===== config.mk =====
export PLATFORM = sky130hd
export DESIGN_NAME = beacon_recency_table_with_fade
export DESIGN_NICKNAME = d
export VERILOG_FILES = /design/src/rtl/core/brt_pkg.sv /design/src/rtl/core/brt_ram.sv /design/src/rtl/core/brt_front.sv /design/src/rtl/core/brt_bright.sv /design/src/rtl/core/brt_back.sv /design/src/rtl/core/beacon_recency_table_with_fade.sv
export SDC_FILE = /design/constraint.sdc
export NUM_CORES = 2
export LEC_CHECK = 0
export BUFFER_PORTS_ARGS = -buffer_cell sky130_fd_sc_hd__buf_2
export CAP_MARGIN = 0
export CORE_AREA = 2 2 374 376
export CTS_CLUSTER_SIZE = 30
export DETAILED_ROUTE_END_ITERATION = 10
export DIE_AREA = 0 0 376 378
export HOLD_SLACK_MARGIN = 0.12
export PLACE_DENSITY = 0.67
export REMOVE_ABC_BUFFERS = 1
export SLEW_MARGIN = 20
export SYNTH_ARGS = -nofsm -noshare
export SYNTH_HDL_FRONTEND = slang
export SYNTH_SLANG_ARGS = --single-unit

===== constraint.sdc =====
create_clock -name clk -period 25.8 [get_ports clk]
set_input_delay 1.29 -clock clk [delete_from_list [all_inputs] [get_ports clk]]
set_output_delay 1.29 -clock clk [all_outputs]
set_load 0.01 [all_outputs]

===== src/rtl/core/brt_pkg.sv =====
`default_nettype none
package brt_pkg;

  localparam int SLOTS         = 25;
  localparam int AGE_TIMEOUT   = 100;
  localparam int LOCKOUT_TICKS = 200;
  localparam int IDX_W         = 5;
  localparam int ADDR_W        = $clog2(SLOTS);
  localparam int QDEPTH        = 2;

  localparam logic [7:0] KNOWN_FLAGS = 8'h1A;
  localparam logic [6:0] STR_LO_OFF  = 7'd30;
  localparam logic [6:0] STR_HI_OFF  = 7'd72;
  localparam logic [8:0] BRIGHT_MIN  = 9'd16;
  localparam logic [4:0] BRIGHT_MUL  = 5'd23;

  localparam int RECIP_SHIFT = 24;
  localparam int RECIP_W     = RECIP_SHIFT + 1;
  localparam logic [RECIP_W-1:0] RECIP =
    RECIP_W'(((64'd1 << RECIP_SHIFT) + AGE_TIMEOUT - 1) / AGE_TIMEOUT);

  localparam logic [2:0] REG_RSSI_EN      = 3'd0;
  localparam logic [2:0] REG_FADEOUT_EN   = 3'd1;
  localparam logic [2:0] REG_PERSIST_EN   = 3'd2;
  localparam logic [2:0] REG_DEVTYPE_VIS  = 3'd3;
  localparam logic [2:0] REG_FADE_LIMIT   = 3'd4;
  localparam logic [2:0] REG_FADE_LIMIT_O = 3'd5;

  localparam logic [7:0] GAMMA [64] = '{
    8'h00,8'h01,8'h02,8'h03,8'h04,8'h05,8'h06,8'h07,8'h08,8'h09,8'h0b,8'h0d,8'h0f,8'h11,8'h13,8'h16,
    8'h1a,8'h1c,8'h1d,8'h1f,8'h22,8'h25,8'h28,8'h2e,8'h34,8'h38,8'h3c,8'h40,8'h44,8'h48,8'h4b,8'h4f,
    8'h55,8'h5a,8'h5f,8'h64,8'h69,8'h6d,8'h72,8'h77,8'h7d,8'h80,8'h88,8'h8d,8'h94,8'h9a,8'ha0,8'ha7,
    8'hac,8'hb0,8'hb9,8'hbf,8'hc6,8'hcb,8'hcf,8'hd6,8'he1,8'he9,8'hed,8'hf1,8'hf6,8'hfa,8'hfe,8'hff
  };

  typedef struct packed {
    logic              op;
    logic [15:0]       short_id;
    logic signed [7:0] strength;
    logic [1:0]        addr_type;
    logic              flags_present;
    logic [7:0]        flags_byte;
    logic              blink_phase;
  } in_item_t;

  typedef struct packed {
    logic        kind;
    logic [4:0]  pixel_index;
    logic [7:0]  brightness;
    logic        peak_hit;
    logic [4:0]  active_count;
    logic [4:0]  other_active;
    logic [4:0]  strongest_slot;
    logic [31:0] seen_total;
    logic [31:0] other_seen_total;
    logic        last;
  } out_item_t;

  typedef struct packed {
    logic        op;
    logic [15:0] short_id;
    logic        other;
    logic        reorder;
    logic [6:0]  str7;
    logic        phase;
  } job_t;

  typedef struct packed {
    logic       rssi_brightness_en;
    logic       fadeout_en;
    logic       persistence_en;
    logic       devtype_visualize;
    logic [6:0] fade_age_limit;
    logic [6:0] fade_age_limit_other;
  } cfg_t;

  typedef struct packed {
    logic [15:0]      id;
    logic [7:0]       cs;
    logic [7:0]       age;
    logic [IDX_W-1:0] older;
    logic [IDX_W-1:0] newer;
  } entry_t;

  localparam int ENTRY_W = $bits(entry_t);

  typedef struct packed {
    logic clearing;
    logic pop;
  } back_stat_t;

endpackage
`default_nettype wire


===== src/rtl/core/brt_ram.sv =====
`default_nettype none
module brt_ram #(
  parameter int WIDTH = 8,
  parameter int DEPTH = 16
) (
  input  wire logic                     clk,
  input  wire logic                     we,
  input  wire logic [$clog2(DEPTH)-1:0] waddr,
  input  wire logic [WIDTH-1:0]         wdata,
  input  wire logic [$clog2(DEPTH)-1:0] raddr,
  output logic      [WIDTH-1:0]         rdata
);

  logic [WIDTH-1:0] mem [DEPTH];

  always_ff @(posedge clk) begin
    if (we) begin
      mem[waddr] <= wdata;
    end
    rdata <= mem[raddr];
  end

endmodule
`default_nettype wire


===== src/rtl/core/brt_front.sv =====
`default_nettype none
module brt_front (
  input  wire logic                clk,
  input  wire logic                rst,
  input  wire logic                start,
  output logic                     busy,
  input  wire brt_pkg::in_item_t   item,
  input  wire brt_pkg::back_stat_t stat,
  output logic                     q_valid,
  output brt_pkg::job_t            q_item
);
  import brt_pkg::*;

  job_t       entries [QDEPTH];
  logic       wr_ptr;
  logic       rd_ptr;
  logic [1:0] count;
  job_t       job;
  logic       push;

  always_comb begin
    job.op       = item.op;
    job.short_id = item.short_id;
    job.other    = (item.addr_type != 2'd0) || !item.flags_present ||
                   (item.flags_byte != KNOWN_FLAGS);
    job.reorder  = (item.strength == -8'sd128);
    job.str7     = item.strength[7] ? item.strength[6:0] : 7'h7f;
    job.phase    = item.blink_phase;
  end

  assign busy    = (count == 2'(QDEPTH)) || stat.clearing;
  assign push    = start && !busy;
  assign q_valid = (count != 2'd0);
  assign q_item  = entries[rd_ptr];

  always_ff @(posedge clk) begin
    if (rst) begin
      wr_ptr <= 1'b0;
      rd_ptr <= 1'b0;
      count  <= 2'd0;
    end else begin
      if (push) begin
        entries[wr_ptr] <= job;
        wr_ptr          <= ~wr_ptr;
      end
      if (stat.pop) begin
        rd_ptr <= ~rd_ptr;
      end
      count <= count + 2'(push) - 2'(stat.pop);
    end
  end

endmodule
`default_nettype wire


===== src/rtl/core/brt_bright.sv =====
`default_nettype none
module brt_bright (
  input  wire logic          clk,
  input  wire logic          rst,
  input  wire logic          go,
  input  wire logic [7:0]    cs,
  input  wire logic [7:0]    age,
  input  wire logic          phase,
  input  wire brt_pkg::cfg_t cfg,
  output logic               done,
  output logic [7:0]         brightness
);
  import brt_pkg::*;

  logic [5:0]  off;
  logic [10:0] scaled;
  logic [8:0]  vt;
  logic [7:0]  v0;
  logic        dark;
  logic [7:0]  f0;
  logic [6:0]  limit;

  logic [7:0]  va;
  logic [7:0]  fa;
  logic [15:0] pb;
  logic [7:0]  qc;
  logic [RECIP_W+15:0] recip_prod;
  logic [2:0]  vld;

  always_comb begin
    if (cs[6:0] < STR_LO_OFF) begin
      off = 6'd0;
    end else if (cs[6:0] > STR_HI_OFF) begin
      off = 6'(STR_HI_OFF - STR_LO_OFF);
    end else begin
      off = 6'(cs[6:0] - STR_LO_OFF);
    end
    scaled = 11'(off) * 11'(BRIGHT_MUL);
    vt     = 9'(scaled >> 2) + BRIGHT_MIN;
    v0     = cfg.rssi_brightness_en ? ((vt > 9'd255) ? 8'd255 : vt[7:0]) : 8'd255;
    limit  = cs[7] ? cfg.fade_age_limit_other : cfg.fade_age_limit;
    dark   = (age >= {1'b0, limit}) ||
             (cfg.persistence_en && cfg.devtype_visualize && cs[7] && phase);
    if (!cfg.fadeout_en) begin
      f0 = 8'(AGE_TIMEOUT);
    end else if (age >= 8'(AGE_TIMEOUT)) begin
      f0 = 8'd0;
    end else begin
      f0 = 8'(AGE_TIMEOUT) - age;
    end
  end

  assign recip_prod = (RECIP_W+16)'(pb) * (RECIP_W+16)'(RECIP);

  always_ff @(posedge clk) begin
    if (rst) begin
      vld  <= 3'd0;
      done <= 1'b0;
    end else begin
      vld  <= {vld[1:0], go};
      done <= vld[2];
    end
    va         <= dark ? 8'd0 : v0;
    fa         <= f0;
    pb         <= 16'(va) * 16'(fa);
    qc         <= recip_prod[RECIP_SHIFT+7:RECIP_SHIFT];
    brightness <= GAMMA[qc[7:2]];
  end

endmodule
`default_nettype wire


===== src/rtl/core/brt_back.sv =====
`default_nettype none
module brt_back (
  input  wire logic            clk,
  input  wire logic            rst,
  input  wire brt_pkg::cfg_t   cfg,
  input  wire logic            q_valid,
  input  wire brt_pkg::job_t   q_item,
  output brt_pkg::back_stat_t  stat,
  output logic                 strobe,
  output brt_pkg::out_item_t   result
);
  import brt_pkg::*;

  localparam logic [3:0] ST_CLR   = 4'd0;
  localparam logic [3:0] ST_IDLE  = 4'd1;
  localparam logic [3:0] ST_LOOK  = 4'd2;
  localparam logic [3:0] ST_E_RD  = 4'd3;
  localparam logic [3:0] ST_E_WT  = 4'd4;
  localparam logic [3:0] ST_N_RD  = 4'd5;
  localparam logic [3:0] ST_N_WR  = 4'd6;
  localparam logic [3:0] ST_O_CHK = 4'd7;
  localparam logic [3:0] ST_O_WR  = 4'd8;
  localparam logic [3:0] ST_W_RD  = 4'd9;
  localparam logic [3:0] ST_W_WR  = 4'd10;
  localparam logic [3:0] ST_E_WR  = 4'd11;
  localparam logic [3:0] ST_BWAIT = 4'd12;
  localparam logic [3:0] ST_TRD   = 4'd13;
  localparam logic [3:0] ST_TCHK  = 4'd14;

  localparam logic [IDX_W-1:0] SLOTS_I = IDX_W'(SLOTS);

  logic [3:0]       state;
  logic [IDX_W-1:0] cnt;
  logic [IDX_W-1:0] idx;
  logic [IDX_W-1:0] n_link;
  logic [IDX_W-1:0] o_link;
  logic [IDX_W-1:0] oldest;
  logic [IDX_W-1:0] newest;
  logic [IDX_W-1:0] strongest_reg;
  logic [IDX_W-1:0] best_idx;
  logic [6:0]       best7;
  logic             best_valid;
  logic [IDX_W-1:0] live;
  logic [IDX_W-1:0] others;
  logic [7:0]       lockout;
  logic [31:0]      seen;
  logic [31:0]      other_seen;
  logic             miss;
  job_t             job;
  entry_t           e;
  entry_t           e_fin;
  entry_t           rd;
  entry_t           wdata;
  logic             we;
  logic [ADDR_W-1:0] waddr;
  logic [ADDR_W-1:0] raddr;
  logic [ENTRY_W-1:0] rdata;

  logic             b_go;
  logic [7:0]       b_cs;
  logic [7:0]       b_age;
  logic             b_done;
  logic [7:0]       b_val;
  logic             slot_live;

  assign rd        = entry_t'(rdata);
  assign slot_live = (rd.age <= 8'(AGE_TIMEOUT));

  always_comb begin
    e_fin = e;
    if (!job.reorder) begin
      e_fin.cs  = {job.other, job.str7};
      e_fin.age = 8'd0;
    end
  end

  always_comb begin
    raddr = '0;
    we    = 1'b0;
    waddr = '0;
    wdata = e_fin;
    unique case (state)
      ST_CLR: begin
        we          = 1'b1;
        waddr       = cnt[ADDR_W-1:0];
        wdata.id    = 16'(cnt);
        wdata.cs    = 8'd0;
        wdata.age   = 8'd255;
        wdata.older = cnt - 1'b1;
        wdata.newer = cnt + 1'b1;
      end
      ST_LOOK, ST_TRD: begin
        if (cnt < SLOTS_I) begin
          raddr = cnt[ADDR_W-1:0];
        end
      end
      ST_E_RD: raddr = idx[ADDR_W-1:0];
      ST_N_RD: raddr = n_link[ADDR_W-1:0];
      ST_N_WR: begin
        we          = 1'b1;
        waddr       = n_link[ADDR_W-1:0];
        wdata       = rd;
        wdata.older = o_link;
      end
      ST_O_CHK: raddr = o_link[ADDR_W-1:0];
      ST_O_WR: begin
        we          = 1'b1;
        waddr       = o_link[ADDR_W-1:0];
        wdata       = rd;
        wdata.newer = n_link;
      end
      ST_W_RD: raddr = newest[ADDR_W-1:0];
      ST_W_WR: begin
        we          = 1'b1;
        waddr       = newest[ADDR_W-1:0];
        wdata       = rd;
        wdata.newer = idx;
      end
      ST_E_WR: begin
        we    = 1'b1;
        waddr = idx[ADDR_W-1:0];
      end
      ST_TCHK: begin
        we        = slot_live;
        waddr     = cnt[ADDR_W-1:0];
        wdata     = rd;
        wdata.age = rd.age + 8'd1;
      end
      default: begin
      end
    endcase
  end

  assign stat.clearing = (state == ST_CLR);
  assign stat.pop      = (state == ST_IDLE) && q_valid;

  brt_ram #(
    .WIDTH(ENTRY_W),
    .DEPTH(SLOTS)
  ) u_ram (
    .clk  (clk),
    .we   (we),
    .waddr(waddr),
    .wdata(ENTRY_W'(wdata)),
    .raddr(raddr),
    .rdata(rdata)
  );

  brt_bright u_bright (
    .clk       (clk),
    .rst       (rst),
    .go        (b_go),
    .cs        (b_cs),
    .age       (b_age),
    .phase     (job.phase),
    .cfg       (cfg),
    .done      (b_done),
    .brightness(b_val)
  );

  always_ff @(posedge clk) begin
    if (rst) begin
      state         <= ST_CLR;
      cnt           <= '0;
      oldest        <= '0;
      newest        <= SLOTS_I - 1'b1;
      strongest_reg <= SLOTS_I;
      lockout       <= 8'd0;
      seen          <= 32'd0;
      other_seen    <= 32'd0;
      strobe        <= 1'b0;
      b_go          <= 1'b0;
    end else begin
      strobe <= 1'b0;
      b_go   <= 1'b0;
      unique case (state)
        ST_CLR: begin
          cnt <= cnt + 1'b1;
          if (cnt == SLOTS_I - 1'b1) begin
            state <= ST_IDLE;
          end
        end
        ST_IDLE: begin
          if (q_valid) begin
            job        <= q_item;
            cnt        <= '0;
            live       <= '0;
            others     <= '0;
            best_valid <= 1'b0;
            state      <= q_item.op ? ST_TRD : ST_LOOK;
          end
        end
        ST_LOOK: begin
          if (cnt != '0 && rd.id == job.short_id) begin
            idx   <= cnt - 1'b1;
            miss  <= 1'b0;
            state <= ST_E_RD;
          end else if (cnt == SLOTS_I) begin
            idx   <= (oldest < SLOTS_I) ? oldest : '0;
            miss  <= 1'b1;
            state <= ST_E_RD;
          end else begin
            cnt <= cnt + 1'b1;
          end
        end
        ST_E_RD: state <= ST_E_WT;
        ST_E_WT: begin
          e <= '{id: (miss ? job.short_id : rd.id), cs: rd.cs, age: rd.age,
                 older: rd.older, newer: rd.newer};
          if (miss && lockout == 8'd0) begin
            seen       <= seen + 32'd1;
            other_seen <= other_seen + 32'(job.other);
          end
          n_link <= rd.newer;
          o_link <= rd.older;
          if (idx == newest) begin
            state <= ST_E_WR;
          end else if (rd.newer < SLOTS_I) begin
            state <= ST_N_RD;
          end else begin
            state <= ST_O_CHK;
          end
        end
        ST_N_RD: state <= ST_N_WR;
        ST_N_WR: state <= ST_O_CHK;
        ST_O_CHK: begin
          if (idx == oldest) begin
            oldest <= n_link;
            state  <= ST_W_RD;
          end else if (o_link < SLOTS_I) begin
            state <= ST_O_WR;
          end else begin
            state <= ST_W_RD;
          end
        end
        ST_O_WR: state <= ST_W_RD;
        ST_W_RD: state <= ST_W_WR;
        ST_W_WR: begin
          e      <= '{id: e.id, cs: e.cs, age: e.age, older: newest, newer: rd.newer};
          newest <= idx;
          state  <= ST_E_WR;
        end
        ST_E_WR: begin
          if (job.reorder) begin
            state <= ST_IDLE;
          end else begin
            b_go  <= 1'b1;
            b_cs  <= e_fin.cs;
            b_age <= 8'd0;
            state <= ST_BWAIT;
          end
        end
        ST_BWAIT: begin
          if (b_done) begin
            strobe <= 1'b1;
            if (job.op) begin
              result <= '{kind: 1'b0, pixel_index: cnt, brightness: b_val,
                          peak_hit: 1'b0, active_count: '0, other_active: '0,
                          strongest_slot: '0, seen_total: '0, other_seen_total: '0,
                          last: 1'b0};
              cnt    <= cnt + 1'b1;
              state  <= ST_TRD;
            end else begin
              result <= '{kind: 1'b0, pixel_index: idx, brightness: b_val,
                          peak_hit: (idx == strongest_reg), active_count: '0,
                          other_active: '0, strongest_slot: '0, seen_total: '0,
                          other_seen_total: '0, last: 1'b1};
              state  <= ST_IDLE;
            end
          end
        end
        ST_TRD: begin
          if (cnt == SLOTS_I) begin
            strongest_reg <= best_valid ? best_idx : SLOTS_I;
            if (live == SLOTS_I) begin
              lockout <= 8'(LOCKOUT_TICKS);
            end else if (lockout != 8'd0) begin
              lockout <= lockout - 8'd1;
            end
            strobe <= 1'b1;
            result <= '{kind: 1'b1, pixel_index: '0, brightness: '0, peak_hit: 1'b0,
                        active_count: live, other_active: others,
                        strongest_slot: (best_valid ? best_idx : SLOTS_I),
                        seen_total: seen, other_seen_total: other_seen, last: 1'b1};
            state  <= ST_IDLE;
          end else begin
            state <= ST_TCHK;
          end
        end
        ST_TCHK: begin
          if (slot_live) begin
            live   <= live + 1'b1;
            others <= others + IDX_W'(rd.cs[7]);
            if (!best_valid || rd.cs[6:0] > best7) begin
              best_valid <= 1'b1;
              best7      <= rd.cs[6:0];
              best_idx   <= cnt;
            end
            b_go  <= 1'b1;
            b_cs  <= rd.cs;
            b_age <= rd.age + 8'd1;
            state <= ST_BWAIT;
          end else begin
            cnt   <= cnt + 1'b1;
            state <= ST_TRD;
          end
        end
        default: state <= ST_IDLE;
      endcase
    end
  end

endmodule
`default_nettype wire


===== src/rtl/core/beacon_recency_table_with_fade.sv =====
// Sighting: lookup scan over the slot RAM, link update, then the brightness pipeline.
// Tick: each slot is read; live slots are aged and sent through the brightness pipeline,
// each giving a pixel result, and a summary result follows the last slot.
// Two requests queue ahead of the back end; results cannot be stalled.
// Synchronous reset, then a pass over all SLOTS entries fills the slot RAM while busy is high.
`default_nettype none
module beacon_recency_table_with_fade (
  input  wire logic               clk,
  input  wire logic               rst,
  input  wire logic               start,
  output logic                    busy,
  input  wire brt_pkg::in_item_t  item,
  output logic                    strobe,
  output brt_pkg::out_item_t      result,
  input  wire logic               psel,
  input  wire logic               penable,
  input  wire logic               pwrite,
  input  wire logic [4:0]         paddr,
  input  wire logic [31:0]        pwdata,
  output logic [31:0]             prdata,
  output logic                    pready
);
  import brt_pkg::*;

  cfg_t       cfg;
  back_stat_t stat;
  logic       q_valid;
  job_t       q_item;
  logic       wr_en;

  assign pready = 1'b1;
  assign wr_en  = psel && penable && pwrite && pready;

  always_ff @(posedge clk) begin
    if (rst) begin
      cfg <= '{rssi_brightness_en: 1'b1, fadeout_en: 1'b1, persistence_en: 1'b1,
               devtype_visualize: 1'b0, fade_age_limit: 7'd100,
               fade_age_limit_other: 7'd100};
    end else if (wr_en) begin
      unique case (paddr[4:2])
        REG_RSSI_EN:      cfg.rssi_brightness_en   <= pwdata[0];
        REG_FADEOUT_EN:   cfg.fadeout_en           <= pwdata[0];
        REG_PERSIST_EN:   cfg.persistence_en       <= pwdata[0];
        REG_DEVTYPE_VIS:  cfg.devtype_visualize    <= pwdata[0];
        REG_FADE_LIMIT:   cfg.fade_age_limit       <= pwdata[6:0];
        REG_FADE_LIMIT_O: cfg.fade_age_limit_other <= pwdata[6:0];
        default: begin
        end
      endcase
    end
  end

  always_comb begin
    unique case (paddr[4:2])
      REG_RSSI_EN:      prdata = 32'(cfg.rssi_brightness_en);
      REG_FADEOUT_EN:   prdata = 32'(cfg.fadeout_en);
      REG_PERSIST_EN:   prdata = 32'(cfg.persistence_en);
      REG_DEVTYPE_VIS:  prdata = 32'(cfg.devtype_visualize);
      REG_FADE_LIMIT:   prdata = 32'(cfg.fade_age_limit);
      REG_FADE_LIMIT_O: prdata = 32'(cfg.fade_age_limit_other);
      default:          prdata = 32'd0;
    endcase
  end

  brt_front u_front (
    .clk    (clk),
    .rst    (rst),
    .start  (start),
    .busy   (busy),
    .item   (item),
    .stat   (stat),
    .q_valid(q_valid),
    .q_item (q_item)
  );

  brt_back u_back (
    .clk    (clk),
    .rst    (rst),
    .cfg    (cfg),
    .q_valid(q_valid),
    .q_item (q_item),
    .stat   (stat),
    .strobe (strobe),
    .result (result)
  );

endmodule
`default_nettype wire


==> reports/metrics.yaml <==
path_max_fanout: 6
synth_cells: 5502
ios: 210
leakagePower_uw: 0.02776
cp_cell_sequence: "fa_1 -> inv_1 -> fa_1 -> fa_1 -> fa_1 -> inv_1 -> fa_1 -> inv_1 -> fa_1 -> inv_1 -> ha_1 -> a41oi_1 -> o21ai_0 -> a21oi_1 -> a21oi_1 -> nor2_1 -> o31ai_1 -> a21oi_1 -> xnor2_1"
area_delta_synth_final_pct: 11.82
drv_slew: 0
ant_nets: 0
synth_area_mm2: 0.06869
final.setup.tns_ns: 0
drt-wirelength-per-cell_um: 23.23
drc: 0
yosysWarnings: 0
cts_tree: "yes"
core_mm2: 0.1385
cts.clk_slew.worst_paths_ns: 0.06
dpl.hpwl_mm: 102.4
antenna_cells: 0
die_w_um: 376
cts_root_buf: "clkbuf_16"
postSynthAreaPerCell_um2: 12.48
crit_slowest_cell: "fa_1"
drtIter0Drc: 5204
gp_congestion: 0.8920
grtUsageTotal_pct: 24.61
cts_inserted_buffers: 155
slowest_delay_ns: 0.55
drv_cap: 0
top_register: "u_back.u_ram.mem"
start_kind: "flop"
rsz0062_at_grt: "false"
start_util_pct: 49.59
finalSetupViolCount: 0
final-hold-violation-count: 0
postCtsResizedCells: 0
drt_wl_total_mm: 176.0
grt_antenna_before_repair: 0
die_h_um: 378
worstMarginPinSlew_ns: 1.214
async_flop_share_pct: 0
period_share_pct: 22.01
viasPerCell: 5.857
synthDistinctLibCells: 83
p_per_area_mw_per_mm2: 104.8
crit_arrival_ns: 6.33
max-vdd-ir-drop_v: 0.0001251
synth_seq_cells: 1536
largest_reg_flops: 1050
critPathCaptureType: "flop"
grt_max_degree: 204
dieArea_mm2: 0.1421
max_freq_mhz: 176.1
htree_levels: 4
path_common_cell: "fa_1"
grt_pass1_wl_mm: 263.8
drive_above_1_share_pct: 10.34
drtPass1Iterations: 7
setup_slack_ns: 20.12
synthFlopType: "edfxtp_1"
cts_hold_buf: 0
cts_setup_buffers: 0
clock-sinks: 1536
finClkSkew_ns: 0.03700
yosysSeqAreaShare_pct: 64.05
grt_pass1_vias: 42760
nets: 6090
top_regs: "u_back.u_ram.mem x1050, u_back.result x95, u_front.entries x54"
path_class: "reg2reg"
period_needed_ns: 5.678
cp_data_required_time_ns: 26.46
rows: 137
vias: 44390
portBuffers: 156
clock_latency_ns: 0.80
status: "finished clean"
hold_path.class: "reg2reg"
clockBufferDepth: 3
dp_slack_ns: 20.06
maxSlewHeadroom_pct: 19.03
synth-edff-count: 1323
grt_overflow: 0
## per-stage QoR
step / util, % / hold slack (ns) / area, um^2 / total power (uW) / cells
2_1_floorplan: - / 0.4076 / 67490 / 5061 / 5221
3_3_place_gp: 51.78 / 0.4217 / 71720 / 5780 / 7289
3_5_place_dp: 51.78 / 0.4298 / 71720 / 5849 / 7289
4_1_cts: 55.44 / 0.4300 / 76780 / 8072 / 7577
5_1_grt: 55.46 / 0.4410 / 76810 / 8459 / 7578
6_report: 55.46 / 0.4292 / 76810 / 8050 / 7578
## cell usage after synthesis (8+ instances only)
library cell / number / area (um^2)
a211o_1: 9 / 78.83
a211oi_1: 10 / 75.07
a21o_1: 14 / 105.1
a21oi_1: 288 / 1441
a22oi_1: 16 / 120.1
a31oi_1: 53 / 331.6
a32oi_1: 80 / 700.7
and2_1: 136 / 850.8
and3_1: 20 / 125.1
buf_1: 34 / 127.6
buf_2: 10 / 50.05
buf_4: 26 / 195.2
clkbuf_1: 231 / 867.1
dfxtp_1: 213 / 4264
edfxtp_1: 1323 / 39730
fa_1: 142 / 2843
ha_1: 228 / 2853
inv_1: 286 / 1074
mux2_2: 28 / 315.3
mux2i_1: 152 / 1521
nand2_1: 970 / 3641
nand2b_1: 29 / 181.4
nand3_1: 204 / 1021
nand3b_1: 8 / 60.06
nand4_1: 73 / 456.7
nor2_1: 253 / 949.7
nor2b_1: 25 / 156.4
nor3_1: 35 / 175.2
nor4_1: 53 / 331.6
o211ai_1: 10 / 75.07
o21a_1: 8 / 60.06
o21ai_0: 117 / 585.6
o22ai_1: 124 / 775.7
o31ai_1: 9 / 67.56
or3_1: 26 / 162.7
xnor2_1: 69 / 604.3
xor2_1: 76 / 665.6
## kinds of logic (layout without fill, tap and decap cells)
family	count (synthesis)	after routing	synth area share, %
buf+inv	594	838	3.456
compound gates	805	805	7.326
other cells	2	27	0.01093
fa+ha+maj	370	370	8.292
xor+xnor	145	145	1.849
mux	182	182	2.740
flops	1536	1536	64.05
simple gates	1868	1868	12.28
## power breakdown
group          internal [uW]  switching (uW)
logic                    752            1640
registers               3310             125
clock network           1280             951
## area by class of cell
class,instances,area [um^2]
Sequential cell,1536,43990
Tap cell,1807,2261
Timing Repair Buffer,262,1604
Fill cell,11340,61690
Inverter,288,1081
Clock inverter,81,802.0
Multi-Input combinational cell,3397,22810
Clock buffer,207,4260
## worst paths after layout
check,startpoint,end,slack (ns),cells past startpoint
max,u_back.u_bright.pb[2],u_back.u_bright.qc[4],20.12,19
min,u_back.u_bright.vld[1],u_back.u_bright.vld[2],0.43,1
max reg2reg,u_back.u_bright.pb[2],u_back.u_bright.qc[4],20.12,19
min reg2reg,u_back.u_bright.vld[1],u_back.u_bright.vld[2],0.43,1
## placed cells by master (no fill, tap or decap), types with 105 or more instances in the layout
cell type and count:
edfxtp_1 1323, nand2_1 964, inv_1 285, a21oi_1 285, ha_1 228, nor2_1 225, dfxtp_1 213, nand3_1 204
clkbuf_16 160, buf_2 155, mux2i_1 152, fa_1 142, and2_1 136, o22ai_1 124, o21ai_0 114, buf_4 105
## metal layers
metal | track usage (%) | vias up | routed length [um]
met2 | 39.72 | 1977 | 82740
li1 | - | 20090 | -
met5 | 0 | - | 0
met3 | 4.619 | 319 | 16060
met4 | 7.087 | 0 | 4421
met1 | 34.14 | 22010 | 72820
## worst max-delay path, delay by kind of cell (launching register included)
| family | cells | cell delay, ns |
|---|---|---|
| and+or+nand+nor | 1 | 0.12 |
| buffers and inverters | 4 | 0.25 |
| adders and majority gates | 7 | 3.25 |
| AOI/OAI and AO/OA | 6 | 1.31 |
| xor gates and xnor gates | 1 | 0.14 |
| DFF | 1 | 0.49 |
Note: power is estimated with default switching activity, not from simulation.
